## config.mk

```make
export PLATFORM = sky130hd
export DESIGN_NAME = wbps_tally_flat
export DESIGN_NICKNAME = d
export VERILOG_FILES = /design/src/rtl/wbps_pkg.sv /design/src/rtl/wbps_stream_if.sv /design/src/rtl/wbps_tally.sv /design/src/flat_wrapper.sv
export SDC_FILE = /design/constraint.sdc
export NUM_CORES = 1
export LEC_CHECK = 0
export ABC_AREA = 1
export BUFFER_PORTS_ARGS = -buffer_cell sky130_fd_sc_hd__buf_4
export CAP_MARGIN = 30
export CORE_AREA = 5 5 42 44
export CTS_CLUSTER_SIZE = 28
export DETAILED_ROUTE_END_ITERATION = 16
export DIE_AREA = 0 0 47 49
export HOLD_SLACK_MARGIN = 0.15
export PLACE_DENSITY = 0.59
export RECOVER_POWER = 100
export SYNTH_ARGS = -nofsm -noshare
export SYNTH_HDL_FRONTEND = slang
export SYNTH_SLANG_ARGS = --single-unit
```

## constraint.sdc

```tcl
create_clock -name clk_i -period 1.5 [get_ports clk_i]
set_input_delay 0.225 -clock clk_i [delete_from_list [all_inputs] [get_ports clk_i]]
set_output_delay 0.225 -clock clk_i [all_outputs]
set_load 0.05 [all_outputs]
```

## src/rtl/wbps_pkg.sv

```systemverilog
`timescale 1ns / 1ps
// Shared constants, register indexes and beat types of the wildcard byte pattern scanner.
package wbps_pkg;

  localparam int unsigned PatternMaxDef = 32;
  localparam int unsigned ByteW         = 8;
  localparam int unsigned BytesPerReg   = 8;
  localparam int unsigned CfgIdxW       = 3;
  localparam int unsigned CfgDataW      = 64;
  localparam int unsigned LenW          = 6;
  localparam int unsigned CountW        = 32;
  localparam int unsigned AddrW         = 32;

  typedef enum logic [CfgIdxW-1:0] {
    CFG_PAT_LOW      = 3'd0,
    CFG_PAT_MID_LOW  = 3'd1,
    CFG_PAT_MID_HIGH = 3'd2,
    CFG_PAT_HIGH     = 3'd3,
    CFG_WILD_MASK    = 3'd4,
    CFG_PAT_LEN      = 3'd5,
    CFG_BASE_ADDR    = 3'd6
  } cfg_idx_e;

  typedef struct packed {
    logic [ByteW-1:0] data_byte;
    logic             region_end;
  } in_beat_t;

  typedef struct packed {
    logic [CountW-1:0] match_count;
    logic [AddrW-1:0]  match_address;
    logic              match_seen;
  } out_beat_t;

endpackage

```

## src/rtl/wbps_stream_if.sv

```systemverilog
`timescale 1ns / 1ps
// Valid/ready stream interface that carries one beat of a given payload type.
interface wbps_stream_if #(
  parameter type payload_t = logic
);
  logic     valid;
  logic     ready;
  payload_t payload;

  modport source (output valid, output payload, input ready);
  modport sink (input valid, input payload, output ready);
endinterface

```

## src/rtl/wbps_tally.sv

```systemverilog
`timescale 1ns / 1ps
// Match counter, position tracking and two-entry result buffer at the end of the cell chain.
module wbps_tally #(
  parameter int unsigned IdxW = 5
) (
  input  logic                       clk_i,
  input  logic                       rst_ni,
  input  logic                       step_i,
  input  logic                       last_i,
  input  logic                       hit_i,
  input  logic [IdxW-1:0]            lenm1_i,
  input  logic [wbps_pkg::AddrW-1:0] base_i,
  output logic                       in_ready_o,
  wbps_stream_if.source              out_if
);
  import wbps_pkg::*;

  logic [AddrW-1:0]  pos_q;
  logic [AddrW-1:0]  start_q, start_d;
  logic [CountW-1:0] count_q, count_d;
  logic              seen_q, seen_d;
  logic [AddrW-1:0]  addr_d;
  out_beat_t         res_d;
  out_beat_t         out_q;
  out_beat_t         skid_q;
  logic              out_valid_q;
  logic              skid_valid_q;
  logic              push;
  logic              pop;

  always_comb begin
    count_d = count_q;
    if (hit_i && (count_q != {CountW{1'b1}})) begin
      count_d = count_q + CountW'(1);
    end
    seen_d  = seen_q | hit_i;
    start_d = hit_i ? (pos_q - AddrW'(lenm1_i)) : start_q;
    if (hit_i) begin
      addr_d = base_i + pos_q - AddrW'(lenm1_i);
    end else begin
      addr_d = base_i + start_q;
    end
    res_d.match_count   = count_d;
    res_d.match_address = seen_d ? addr_d : '0;
    res_d.match_seen    = seen_d;
  end

  always_ff @(posedge clk_i or negedge rst_ni) begin
    if (!rst_ni) begin
      pos_q   <= '0;
      start_q <= '0;
      count_q <= '0;
      seen_q  <= 1'b0;
    end else if (step_i) begin
      if (last_i) begin
        pos_q   <= '0;
        start_q <= '0;
        count_q <= '0;
        seen_q  <= 1'b0;
      end else begin
        pos_q   <= pos_q + AddrW'(1);
        start_q <= start_d;
        count_q <= count_d;
        seen_q  <= seen_d;
      end
    end
  end

  assign push       = step_i & last_i;
  assign pop        = out_valid_q & out_if.ready;
  assign in_ready_o = ~skid_valid_q;

  always_ff @(posedge clk_i or negedge rst_ni) begin
    if (!rst_ni) begin
      out_valid_q  <= 1'b0;
      skid_valid_q <= 1'b0;
    end else if (!out_valid_q || pop) begin
      if (skid_valid_q) begin
        out_valid_q  <= 1'b1;
        skid_valid_q <= push;
      end else begin
        out_valid_q  <= push;
      end
    end else if (push) begin
      skid_valid_q <= 1'b1;
    end
  end

  always_ff @(posedge clk_i) begin
    if (!out_valid_q || pop) begin
      if (skid_valid_q) begin
        out_q <= skid_q;
        if (push) begin
          skid_q <= res_d;
        end
      end else if (push) begin
        out_q <= res_d;
      end
    end else if (push) begin
      skid_q <= res_d;
    end
  end

  assign out_if.valid   = out_valid_q;
  assign out_if.payload = out_q;
endmodule

```

## src/flat_wrapper.sv

```systemverilog
// flat-port wrapper written by rule: the top's interface ports become plain ports
module wbps_tally_flat import wbps_pkg::*;
#(
  parameter int unsigned IdxW = 5
)
  (clk_i, rst_ni, step_i, last_i, hit_i, lenm1_i, base_i, in_ready_o, out_if_valid, out_if_payload, out_if_ready);
  wbps_stream_if out_if_i ();
  input  logic clk_i;
  input  logic rst_ni;
  input  logic step_i;
  input  logic last_i;
  input  logic hit_i;
  input  logic [IdxW-1:0] lenm1_i;
  input  logic [wbps_pkg::AddrW-1:0] base_i;
  output logic in_ready_o;
  output wire logic [$bits(out_if_i.valid)-1:0] out_if_valid;
  output wire logic [$bits(out_if_i.payload)-1:0] out_if_payload;
  input wire logic [$bits(out_if_i.ready)-1:0] out_if_ready;
  assign out_if_valid = out_if_i.valid;
  assign out_if_payload = out_if_i.payload;
  assign out_if_i.ready = out_if_ready;
  wbps_tally #(.IdxW(IdxW)) u_core (.clk_i(clk_i), .rst_ni(rst_ni), .step_i(step_i), .last_i(last_i), .hit_i(hit_i), .lenm1_i(lenm1_i), .base_i(base_i), .in_ready_o(in_ready_o), .out_if(out_if_i));
endmodule
```

* Word level (Yosys, flattened, before mapping) *
Cells that the tools add are included.
Widths: inputs -> output; s select.

operators by class
  shifts and indexed selects = 0
  multiplexer cells = 17
  add/sub/neg operators = 6
  div/mod/pow operators = 0
  equality and inequality tests = 2
  reductions and logical operators = 8
  order comparisons = 0
  bitwise gates (word level) = 4
  $mul = 0

operators with widths
  operator               count
  $mux 32                7
  $mux 65                3
  $add 32x1->32 const B  2
  $add 32x32->32         2
  $sub 32x5->32          2
  $ne 32x32->1 const B   1
  $mux 1                 7
  $reduce_bool 2->1      3
  $reduce_and 2->1       2
  $and 1x1->1            2
  $ne 2x1->1 const B     1
  $logic_and 1x1->1      1
  $logic_not 1->1        1
  $logic_or 1x1->1       1
  $not 1->1              1
  $or 1x1->1             1

word-level totals
  bits of input ports = 43
  bits in registers = 165
  memories kept = 0
  bits in writable memories = 0
  bits in latches = 0
  word-level logic and storage cells = 47
  output and inout port bits = 3
  memory bits (read-only) = 0

* Longest topological paths before layout *
  depth after elaboration = 7
  depth in mapped cells = 5
  gate-level depth less buffers = 5

* Least setup slack after synthesis *
Ideal clock, no wire load.

  kind = flip-flop to flip-flop
  from = register u_core.out_valid_q, in the netlist u_core.out_if.valid
  to = register u_core.skid_q[0] (netlist bit), enable pin
  data arrival time = 946 ps
  slack = 265 ps
  clock period less this slack = 1,235 ps
  buffers on the path = 0
  cell stages (with the launch flop) = 5
  path through = dfrtp_1 -> nand2_1 -> nand2_1 -> nand2_1 -> inv_1

on the way
  longest elaborated chain between the ends = 3
  elaborated cells on any way between the ends = 4
  classes of those cells = eq/ne: 1; bitwise: 1; reduce/logical: 2

ends and longest elaborated chain
  item                                            line                                text
  start, declared                                 wbps_tally.sv:26                    logic out_valid_q;
  start signal, assigned                          wbps_tally.sv:82                    out_valid_q <= push;
  $and 1x1->1 or $logic_not 1->1 (tied branches)  wbps_tally.sv:70, wbps_tally.sv:90
  $logic_or 1x1->1 *                              wbps_tally.sv:90                    if (!out_valid_q || pop) begin
  $ne 2x1->1 (no source line) *                   n/a
  end signal, assigned                            wbps_tally.sv:94                    skid_q <= res_d;
  end signal, assigned                            wbps_tally.sv:100                   skid_q <= res_d;
  end, declared                                   wbps_tally.sv:25                    out_beat_t skid_q;

Every way passes the cells marked *; elsewhere a longest branch is shown, timed or not.
A chain may end at the register's enable or synchronous reset.

* Final worst setup path *
  from = register u_core.out_valid_q, in the netlist u_core.out_if.valid
  to = output port out_if_valid

RTL lines
  item           line                text
  end, declared  flat_wrapper.sv:16  output wire logic [$bits(out_if_i.valid)-1:0] out_if_valid;

No word-level cell between the ends.

==> results.toml <==
[outcome]
status = "complete, no violations"

[power_and_ir_drop]
power_mw = 0.402
p_leak_nw = 0.194
power_density_nw_per_um2 = 1220
peakVddDrop_mv = 0.535

[worst_setup_path]
cp-endpoint = "out_if_valid"
cp_num_buf_inv = 1
crit_path_cell_trace = "clkbuf_1"
critPathMaxFanout = 3
startpoint = "u_core.out_if.valid"
r2r-end = "u_core.out_if.payload"
crit_cells = 1
worst-setup-path-type = "reg2out"
start_kind = "flop"
cp.required_ps = 1270
critPathMaxStageDelay_ps = 480
cp_slowest_cell = "clkbuf_1"
r2r_cells = 3
worst_setup_path_end_kind = "primary output"
cp_data_arrival_time_ps = 1070
reg2reg_slack_ps = 510
r2r_start = "u_core.seen_q"
critPathTopFamily = "buffers and inverters"

[logic_synthesis]
syn_avg_cell_area_um2 = 8.31
synth_nets = 71
ys_seq_area_frac = 0.581
synth_cell_types = 8
yosysWarnings = 0
synth-seq-cells = 5
synth_area_um2 = 233
netlist_instances = 28

[job]
max_cap_violations = 0

[sta]
holdWs_ps = 254
clock.fmax_ghz = 0.775
tightest_slew_ps = 601
hold_violations = 0
fin_ws_ps = 209
skew_ps = 3.66
min_period_over_period = 0.861
setup_viol = 0
finalMaxSlewViolations = 0
finalSetupTns_ps = 0
maxSlewHeadroom = 0.601
period_minus_slack_ps = 1290
rsz0062_at_grt = "false"

[finish]
layout.nets = 85
layout_commonest_cell = "nand2_1"
fin_util = 0.236
fillers = 164
most-common-layout-cells = "nand2_1 (13), inv_1 (7), clkbuf_1 (4), buf_4 (4)"
area_growth_pct = 41.9
num_antenna_cells = 0
drive_above_1_share = 0.244

[clock_tree]
htree_num_levels = 1
root_buffer = "clkbuf_4"
cts.sinks = 5
cts.clk_slew.worst_paths_ps = 40
clk_latency_ps = 240
ctsResizeCount = 0
post_cts_buffers = 0
clk_path_buf_depth = 2
cts_tree = "yes"
numCtsBuffers = 3

[grt]
grt_pass1_vias = 200
grt_pass1_wl_um = 724
overflow = 0
antenna_found_initial = 0
grt_max_degree = 5
grt.total_usage = 0.0496

[floorplanning]
die_y_um = 49
core_area_um2 = 1400
initial_core_util = 0.166
die-area_um2 = 2300
row_count = 14
ios = 46
die_x_um = 47

[drt]
wl_um = 396
num_vias = 208
drcViolationCount = 0
routedWlPerCell_um = 6.95
first_pass_iters = 4
vias_per_cell = 3.65
drt_iter0_drc = 2
drtAntennaViolNets = 0

[placement]
io_buffers = 8
dp_slack_ps = 565
gp_congestion = 0.729

[worst_hold_path]
hold_path_depth = 4
hp-class = "in2reg"
[report_power, final]
part	switching, mW	total [mW]	internal (mW)
Combinational	0.0597	0.0841	0.0244
Clock	0.0526	0.153	0.100
Sequential	0.00624	0.165	0.159
[synthesized netlist by cell type, drive strengths merged]
| library cell | number | share of area |
|---|---|---|
| inv | 7 | 0.11 |
| or2 | 1 | 0.038 |
| nand3 | 1 | 0.021 |
| edfxtp | 2 | 0.26 |
| dfrtp | 3 | 0.32 |
| nand2 | 14 | 0.25 |
[worst min path at each step]
| stage | from | endpoint | slack, ps |
|---|---|---|---|
| 6_report | out_if_ready | u_core.skid_valid_q | 250 |
| 5_1_grt | hit_i | u_core.skid_q[0] | 260 |
| 4_1_cts | out_if_ready | u_core.skid_valid_q | 250 |
| 3_5_place_dp | rst_ni | u_core.out_if.valid | 20 |
| 3_3_place_gp | rst_ni | u_core.out_if.valid | 20 |
| 2_1_floorplan | rst_ni | u_core.out_if.valid | -70 |
[layout make-up]
| type | instances | area, µm² | area share |
|---|---|---|---|
| timing repair buffer | 9 | 56.3 | 0.170 |
| sequential | 5 | 135 | 0.409 |
| inverter | 7 | 26.3 | 0.0795 |
| tap | 16 | 20.0 | 0.0606 |
| multi-input combinational | 16 | 66.3 | 0.201 |
| clock buffer | 4 | 26.3 | 0.0795 |
[state kept, by name, summed over array words and instances, names as in the netlist]
name,flops
u_core.out_if.valid,1
u_core.out_if.payload,1
u_core.skid_q,1
u_core.skid_valid_q,1
u_core.seen_q,1
[cell families (layout without fill, tap and decap cells)]
logic type	after synthesis	in the layout	synth area share
flip-flops	5	5	0.581
AND/OR/NAND/NOR	16	16	0.306
buffers and inverters	7	20	0.113
[what timing repair did]
action                                  4_1_cts  5_1_grt
hold endpoints to repair                      3        0
hold buffers                                  1        0
endpoints found under the setup margin        0        0
[routing by layer]
layer  wire, µm  up-vias  track usage
met5          0        -            0
met2        210        7       0.0633
met1        135       96       0.0403
met4          0        0       0.0276
met3         49        0       0.0664
li1           -      105            -
[stage by stage]
step           instance area [µm²]  cells
3_5_place_dp                   313     52
2_1_floorplan                  233     28
6_report                       330     57
4_1_cts                        349     57
5_1_grt                        330     57
3_3_place_gp                   313     52
(Power assumes the default switching activity.)
