--- config.mk ---
export PLATFORM = sky130hd
export DESIGN_NAME = wbps_cell
export DESIGN_NICKNAME = d
export VERILOG_FILES = /design/src/rtl/wbps_pkg.sv /design/src/rtl/wbps_cell.sv
export SDC_FILE = /design/constraint.sdc
export NUM_CORES = 1
export LEC_CHECK = 0
export CAP_MARGIN = 0
export CORE_AREA = 4 4 41 43
export CTS_CLUSTER_DIAMETER = 40
export DETAILED_ROUTE_END_ITERATION = 10
export DIE_AREA = 0 0 45 47
export DONT_BUFFER_PORTS = 1
export GPL_ROUTABILITY_DRIVEN = 1
export PLACE_DENSITY = 0.3
export SLEW_MARGIN = 20
export SYNTH_ARGS = -nofsm -noshare
export SYNTH_HDL_FRONTEND = slang
export SYNTH_SLANG_ARGS = --single-unit
export TNS_END_PERCENT = 30
--- constraint.sdc ---
create_clock -name clk_i -period 0.8 [get_ports clk_i]
set_input_delay 0.04 -clock clk_i [delete_from_list [all_inputs] [get_ports clk_i]]
set_output_delay 0.04 -clock clk_i [all_outputs]
set_load 0.02 [all_outputs]
--- src/rtl/wbps_pkg.sv ---
`timescale 1ns / 1ps
// Shared constants, register indexes and beat types of the wildcard byte pattern scanner.
package wbps_pkg;

  localparam int unsigned PatternMaxDef = 32;
  localparam int unsigned ByteW         = 8;
  localparam int unsigned BytesPerReg   = 8;
  localparam int unsigned CfgIdxW       = 3;
  localparam int unsigned CfgDataW      = 64;
  localparam int unsigned LenW          = 6;
  localparam int unsigned CountW        = 32;
  localparam int unsigned AddrW         = 32;

  typedef enum logic [CfgIdxW-1:0] {
    CFG_PAT_LOW      = 3'd0,
    CFG_PAT_MID_LOW  = 3'd1,
    CFG_PAT_MID_HIGH = 3'd2,
    CFG_PAT_HIGH     = 3'd3,
    CFG_WILD_MASK    = 3'd4,
    CFG_PAT_LEN      = 3'd5,
    CFG_BASE_ADDR    = 3'd6
  } cfg_idx_e;

  typedef struct packed {
    logic [ByteW-1:0] data_byte;
    logic             region_end;
  } in_beat_t;

  typedef struct packed {
    logic [CountW-1:0] match_count;
    logic [AddrW-1:0]  match_address;
    logic              match_seen;
  } out_beat_t;

endpackage

--- src/rtl/wbps_cell.sv ---
`timescale 1ns / 1ps
// One cell of the shift-and chain: compares one pattern position and holds one partial-match bit.
module wbps_cell (
  input  logic                      clk_i,
  input  logic                      rst_ni,
  input  logic                      step_i,
  input  logic                      clear_i,
  input  logic [wbps_pkg::ByteW-1:0] data_byte_i,
  input  logic [wbps_pkg::ByteW-1:0] pat_byte_i,
  input  logic                      wild_i,
  input  logic                      prev_i,
  output logic                      match_d_o,
  output logic                      match_q_o
);
  import wbps_pkg::*;

  logic match_q;

  assign match_d_o = prev_i & (wild_i | (data_byte_i == pat_byte_i));
  assign match_q_o = match_q;

  always_ff @(posedge clk_i or negedge rst_ni) begin
    if (!rst_ni) begin
      match_q <= 1'b0;
    end else if (step_i) begin
      match_q <= clear_i ? 1'b0 : match_d_o;
    end
  end
endmodule

After elaboration in Yosys (flattened, before gate mapping)
Index checks and enable logic that the tools add are counted.
Storage, ports and cells
  memories: 0
  bits in read-only memories: 0
  output and inout port bits: 2
  bits of input ports: 22
  bits in writable memories: 0
  flip-flop bits (word level): 1
  bits in latches: 0
  word-level logic and storage cells: 5
Cells by class
  mux-type cells: 1
  shifts and indexed selects: 0
  multiply operators: 0
  $add $sub $neg: 0
  bitwise operators: 2
  equal/unequal tests: 1
  $lt $le $gt $ge: 0
  reductions and logical operators: 0
  div/mod/pow operators: 0
Operators by type and width (count)
  $eq A8 B8 Y1: 1
  $and A1 B1 Y1: 1
  $mux W1: 1
  $or A1 B1 Y1: 1

Longest topological paths before layout
Gate-level depths: netlist (run 1).
  depth in word-level cells: 4
  mapped depth: 4

Worst setup path before layout (run 1)
OpenSTA, ideal clock, no wires.
  path type: reg2reg
  start point: register match_q_o (netlist name)
  end point: register match_q (netlist: match_q_o)
  cell stages (with the launch flop): 2
  path buffers: 0
  arrival time: 0.752 ns
  slack: -0.078 ns
  path through: dfrtp_1 -> a221o_1
RTL lines
  to (signal assigned): RTL line wbps_cell.sv:26  | match_q <= clear_i ? 1'b0 : match_d_o;
  to (decl): RTL line wbps_cell.sv:17  | logic match_q;

==> results of run 1 <==
## synthesized netlist by cell type, drive strengths merged
cell   count  share of area [%]
inv        1                2.5
xnor2      8                 47
nor2       1                2.5
a221o      1                6.7
dfrtp      1                 17
o21a       1                5.0
nor3b      1                5.0
nand4      2                8.4
nand2      1                2.5
nor3       1                3.4
## what timing repair did
item	4_1_cts	5_1_grt
endpoints found under the setup margin	1	2
hold buffers	1	0
hold endpoints to repair	1	0
pin swaps	0	1
gates resized for setup	0	2
buffers inserted	0	0
## cells in the final DEF, fill, tap and decap left out, drive strengths merged
master and instances:
dlygate4sd3 1, nand4 2, o21a 1, nor2 1, xnor2 8, nand2 1
nor3b 1, inv 1, buf 1, nor3 1, dfrtp 1, a221o 1
## metrics by stage
step / utilization, % / instance area [um2]
after detailed placement: 13.6 / 176
after floorplan: - / 150
final: 14.6 / 190
after global routing: 14.6 / 190
after CTS: 14.3 / 186
after global placement: 13.6 / 176
## power breakdown
part           internal, mW  total, mW  leakage (nW)  switching (mW)
Sequential           0.0549     0.0565        0.0120         0.00160
Clock                     0          0             0               0
Combinational        0.0440     0.0704        0.0438          0.0264
Total                0.0989      0.127        0.0558          0.0280
## path summary, 6_finish.rpt
path                       slack, ns      start  depth (start not counted)   endpoint
max                            -0.02  match_q_o                          1  match_q_o
min                             0.22     prev_i                          1  match_d_o
max reg2reg                    -0.02  match_q_o                          1  match_q_o
min reg2reg                     0.51  match_q_o                          1  match_q_o
max in group asynchronous       0.43     rst_ni                          1  match_q_o
min in group asynchronous       0.26     rst_ni                          1  match_q_o
## metal layers
metal / wire length, um / vias up / GRT usage, %
met5: 0 / - / 0
met4: 0 / 0 / 0
met3: 96 / 0 / 0
met2: 137 / 24 / 6.78
met1: 136 / 57 / 3.15
li1: - / 67 / -
## cells by family (layout without fill, tap and decap cells)
family / count (synthesis) / in the layout / synth area share, %
xor+xnor: 8 / 8 / 47.1
simple gates: 6 / 6 / 21.8
compound gates: 2 / 2 / 11.8
flops: 1 / 1 / 16.8
buf+inv: 1 / 3 / 2.52
## area by class of cell
cell class,instances,area (um2)
tap,15,18.8
fill,155,1110
sequential,1,26.3
inverter,1,3.75
timing repair buffer,2,17.5
multi-input combinational,16,124
==> results by group, run 1 <==
Critical path
  • Critical path class: reg -> reg
  • Max incr delay on CP: 0.38 ns
  • Worst Path Max Fanout: 2
  • Worst EP arrival: 0.69 ns
  • Bufs and invs on worst path: 0
  • CP Capture Type: register
  • Crit-path cells: a221o_1
  • CP top delay family: flip-flops
  • Worst Path Required: 0.67 ns
  • Worst path slowest cell: dfrtp_2
  • CP Launch Type: register

Global route
  • First-pass GRT wire length: 503 um
  • Initial antenna violation count: 0
  • Overflow left after global routing: 0
  • Largest net degree at the start of global routing: 4
  • Number of global-route vias before repair: 150
  • Total track usage: 2.99%

Timing
  • Slew headroom: 88.5%
  • # setup viols final: 1
  • Fin Hold WS: 0.217 ns
  • RSZ-0062 raised after global routing: yes
  • Clock Skew: 0 ns
  • Max Slew Vio Count: 0
  • Final WS setup: -0.0203 ns
  • Final Hold Vio Count: 0
  • Tcrit/Tclk final: 103%
  • Tightest Pin Transition: 0.172 ns
  • Setup_tns: -0.0203 ns
  • Maximum clock frequency: roughly 1200 MHz
  • Min Tclk post-route: 0.820 ns

Run status
  • Status: finished with violations
  • Failing checks: negative setup slack

Place
  • Gpl congestion: 0.610
  • Port buffer count: 0
  • Pre-CTS WS: -0.0271 ns
  • Cells after DPL: 34

Floorplanning
  • Starting density of the core: 11.4%
  • Num rows: 13
  • Die Width: 45 um
  • Die area: 0.00212 mm2
  • Die H: 47 um
  • Ports: 24
  • Core Area: 0.00130 mm2

Layout
  • Area growth, synth to finish: 27.7%
  • Number of diodes: 0
  • Post-route insts no fill: 35
  • Layout cells sized above 1: 20.0%
  • Fin nets: 44
  • Max reg flops: 1

Synth
  • Mapped Area: 149 um2
  • Synth cell types: 10
  • Gate Count Post-Synth: 18
  • Post-Syn Nets: 40
  • Syn avg cell area: 8.27 um2
  • Number of synthesized register bits: 1
  • Sequential element share of the synthesized area: ~17%
  • Warnings from Yosys: 0

Routing
  • Wire per inst: 10.5 um
  • DR vias: 148
  • Drt drc: 0
  • Antenna Nets Post-Route: 0
  • DR pass1 iterations: 2
  • Drt total wl: 369 um
  • Initial DRC count: 1
  • Vias/cell: 4.23

CTS
  • Clock latency on the worst-skew pair: 0 ns
  • Clock transition at path regs: 0 ns

Min path
  • Min-delay worst type: in -> out

Power
  • PnR Total Power: between 100 and 150 uW
  • Max rail drop VDD: 0.000117 V
  • PD cells: 667 mW/mm2
  • Total leakage power: 0.0558 nW

Job
  • Max_cap viols: 0
Power figures use the tool's default switching activity.
==> inputs of run 2 (changes only) <==
- BUFFER_PORTS_ARGS: unset -> -buffer_cell sky130_fd_sc_hd__buf_4
- DONT_BUFFER_PORTS: 1 -> unset
- PLACE_DENSITY: 0.3 -> 0.38
==> run 2 against run 1 <==
The run still ends with negative setup slack left. Sequential share of layout area decreased by 8.0 points. Final cell count rose by 63%. Wire length increased by 44%. Die area did not move. Setup slack worse by 0.021 ns. Flip-flop and latch count did not move. Critical path type is now in -> reg. Critical endpoint unchanged.
==> results by group, run 2 (synthesized netlist as in run 1, its figures left out) <==
Run status
  • Status: finished with violations
  • Failing checks: negative setup slack

Layout
  • Most frequent cells in the layout: 13 x buf_4, 10 x buf_6, 8 x xnor2_2, 2 x nand4_1
  • Commonest non-fill, non-tap cell in the layout: buf_4
  • Max reg flops: 1 (unchanged)
  • Fin nets: 66 (+50%)
  • Final instance area: 452 um2 (+140%)
  • Area growth, synth to finish: 203%
  • Fillcell total: 139 (-10%)
  • Layout cells sized above 1: 78.6% (+59 points)
  • Number of diodes: 0 (unchanged)

Critical path
  • Worst path slowest cell: a221o_1
  • CP Launch Type: input port
  • Bufs and invs on worst path: 1 (+1)
  • CP top delay family: compound AO/OA/AOI/OAI gates
  • Crit-path cells: buf_4, xnor2_2, nand4_1, nor2_2, a221o_1
  • Critical path class: in -> reg
  • Worst Path Required: 0.67 ns (about the same)
  • Max incr delay on CP: 0.28 ns (-0.10 ns)
  • Worst EP arrival: 0.71 ns (+0.02 ns)
  • CP Capture Type: register
  • Worst Path Max Fanout: 2 (unchanged)

Place
  • Cell Area, Placed: 342 um2 (+94%)
  • Pre-CTS WS: -0.0974 ns (-0.0704 ns)
  • Gpl congestion: 0.780 (+28%)
  • Port buffer count: 23 (+23)

Timing
  • Tcrit/Tclk final: 105% (+2.7 points)
  • RSZ-0062 raised after global routing: yes
  • Fin Hold WS: 0.365 ns (+0.148 ns)
  • # setup viols final: 2 (+1)
  • Max Slew Vio Count: 0 (unchanged)
  • Tightest Pin Transition: 0.175 ns (+0.00333 ns)
  • Min Tclk post-route: 0.842 ns (+0.0215 ns)
  • Maximum clock frequency: 1190 MHz (-2.5%)
  • Final Hold Vio Count: 0 (unchanged)
  • Slew headroom: 88.3% (-0.22 points)
  • Clock Skew: 0 ns (unchanged)
  • Final WS setup: -0.0418 ns (-0.0215 ns)

Routing
  • Wire per inst: 9.32 um (-12%)
  • Antenna Nets Post-Route: 0 (unchanged)
  • DR vias: 215 (+45%)
  • DR pass1 iterations: 1 (-1)
  • Drt total wl: 531 um (+44%)
  • Initial DRC count: 0 (-1)
  • Vias/cell: 3.77 (-11%)
  • Drt drc: 0 (unchanged)

Power
  • Switch share: 24.8% (+2.8 points)
  • Int Pwr: 206 uW (+110%)
  • Combinational power share: 79.5% (+24 points)
  • PnR Total Power: 274 uW (+120%)
  • Switch Pwr: 68.2 uW (+140%)
  • Total leakage power: 0.218 nW (+290%)
  • PD cells: 607 mW/mm2 (-8.9%)
  • Clock power frac: 0% (unchanged)
  • Max rail drop VDD: 0.000187 V (+59%)
  • Sequential share of power: 20.5% (-24 points)

Min path
  • Min-delay worst type: in -> async

Global route
  • Overflow left after global routing: 0 (unchanged)
  • First-pass GRT wire length: 938 um (+86%)
  • Largest net degree at the start of global routing: 4 (unchanged)
  • Total track usage: 5.61% (+2.6 points)
  • Number of global-route vias before repair: 246 (+64%)
  • Initial antenna violation count: 0 (unchanged)

Floorplanning
  • Starting density of the core: 11.4% (unchanged)
  • Num rows: 13 (unchanged)
  • Core Area: 0.00130 mm2 (unchanged)
  • Die area: 0.00212 mm2 (unchanged)
  • Ports: 24 (unchanged)
  • Die Width: 45 um (unchanged)
  • Die H: 47 um (unchanged)

CTS
  • Clock transition at path regs: 0 ns (unchanged)
  • Clock latency on the worst-skew pair: 0 ns (unchanged)

Job
  • Max_cap viols: 0 (unchanged)
run 2: area by class of cell:
cell class              instances  area, um2  share of cell area (%)
multi-input cells              16        183                    40.4
repair buffers                 24        220                    48.8
flip-flops and latches          1       26.3                    5.82
inverters                       1       3.75                   0.831
well taps                      15       18.8                    4.16
run 2: what timing repair did:
action	CTS	global route
endpoints found under the hold margin	1	0
gates resized for setup	15	4
pin swaps	7	7
setup buffers	0	0
hold buffers	1	0
setup endpoints to repair	2	2
run 2: path summary, 6_finish.rpt:
kind	from	to	slack, ns	cells after the start
max in group asynchronous	rst_ni	match_q_o	0.34	2
min in group clk_i	prev_i	match_d_o	0.41	3
setup / recovery	pat_byte_i[2]	match_q_o	-0.04	5
hold reg to reg	match_q_o	match_q_o	0.51	1
hold / removal	rst_ni	match_q_o	0.37	2
setup reg to reg	match_q_o	match_q_o	-0.01	1
run 2: power groups by stage:
stage	Combinational (mW)	Clock, mW	Sequential (mW)
2_1_floorplan	0.0527	0	0.0600
3_3_place_gp	0.155	0	0.0564
3_5_place_dp	0.160	0	0.0566
4_1_cts	0.211	0	0.0565
5_1_grt	0.234	0	0.0568
6_report	0.218	0	0.0564
run 2: layer usage:
metal,vias to the layer above,routed length [um],track usage (%)
met4,0,0,0
li1,111,-,-
met3,0,120,1.53
met2,24,197,10.2
met5,-,0,0
met1,80,213,7.05
run 2: per-stage QoR:
step           instances  setup TNS (ns)  utilization [%]
3_3_place_gp          56          -0.118             26.3
6_report              57         -0.0588             34.7
5_1_grt               57          -0.173             34.7
2_1_floorplan         18         -0.0649                -
4_1_cts               57         -0.0902             33.3
3_5_place_dp          56          -0.146             26.3
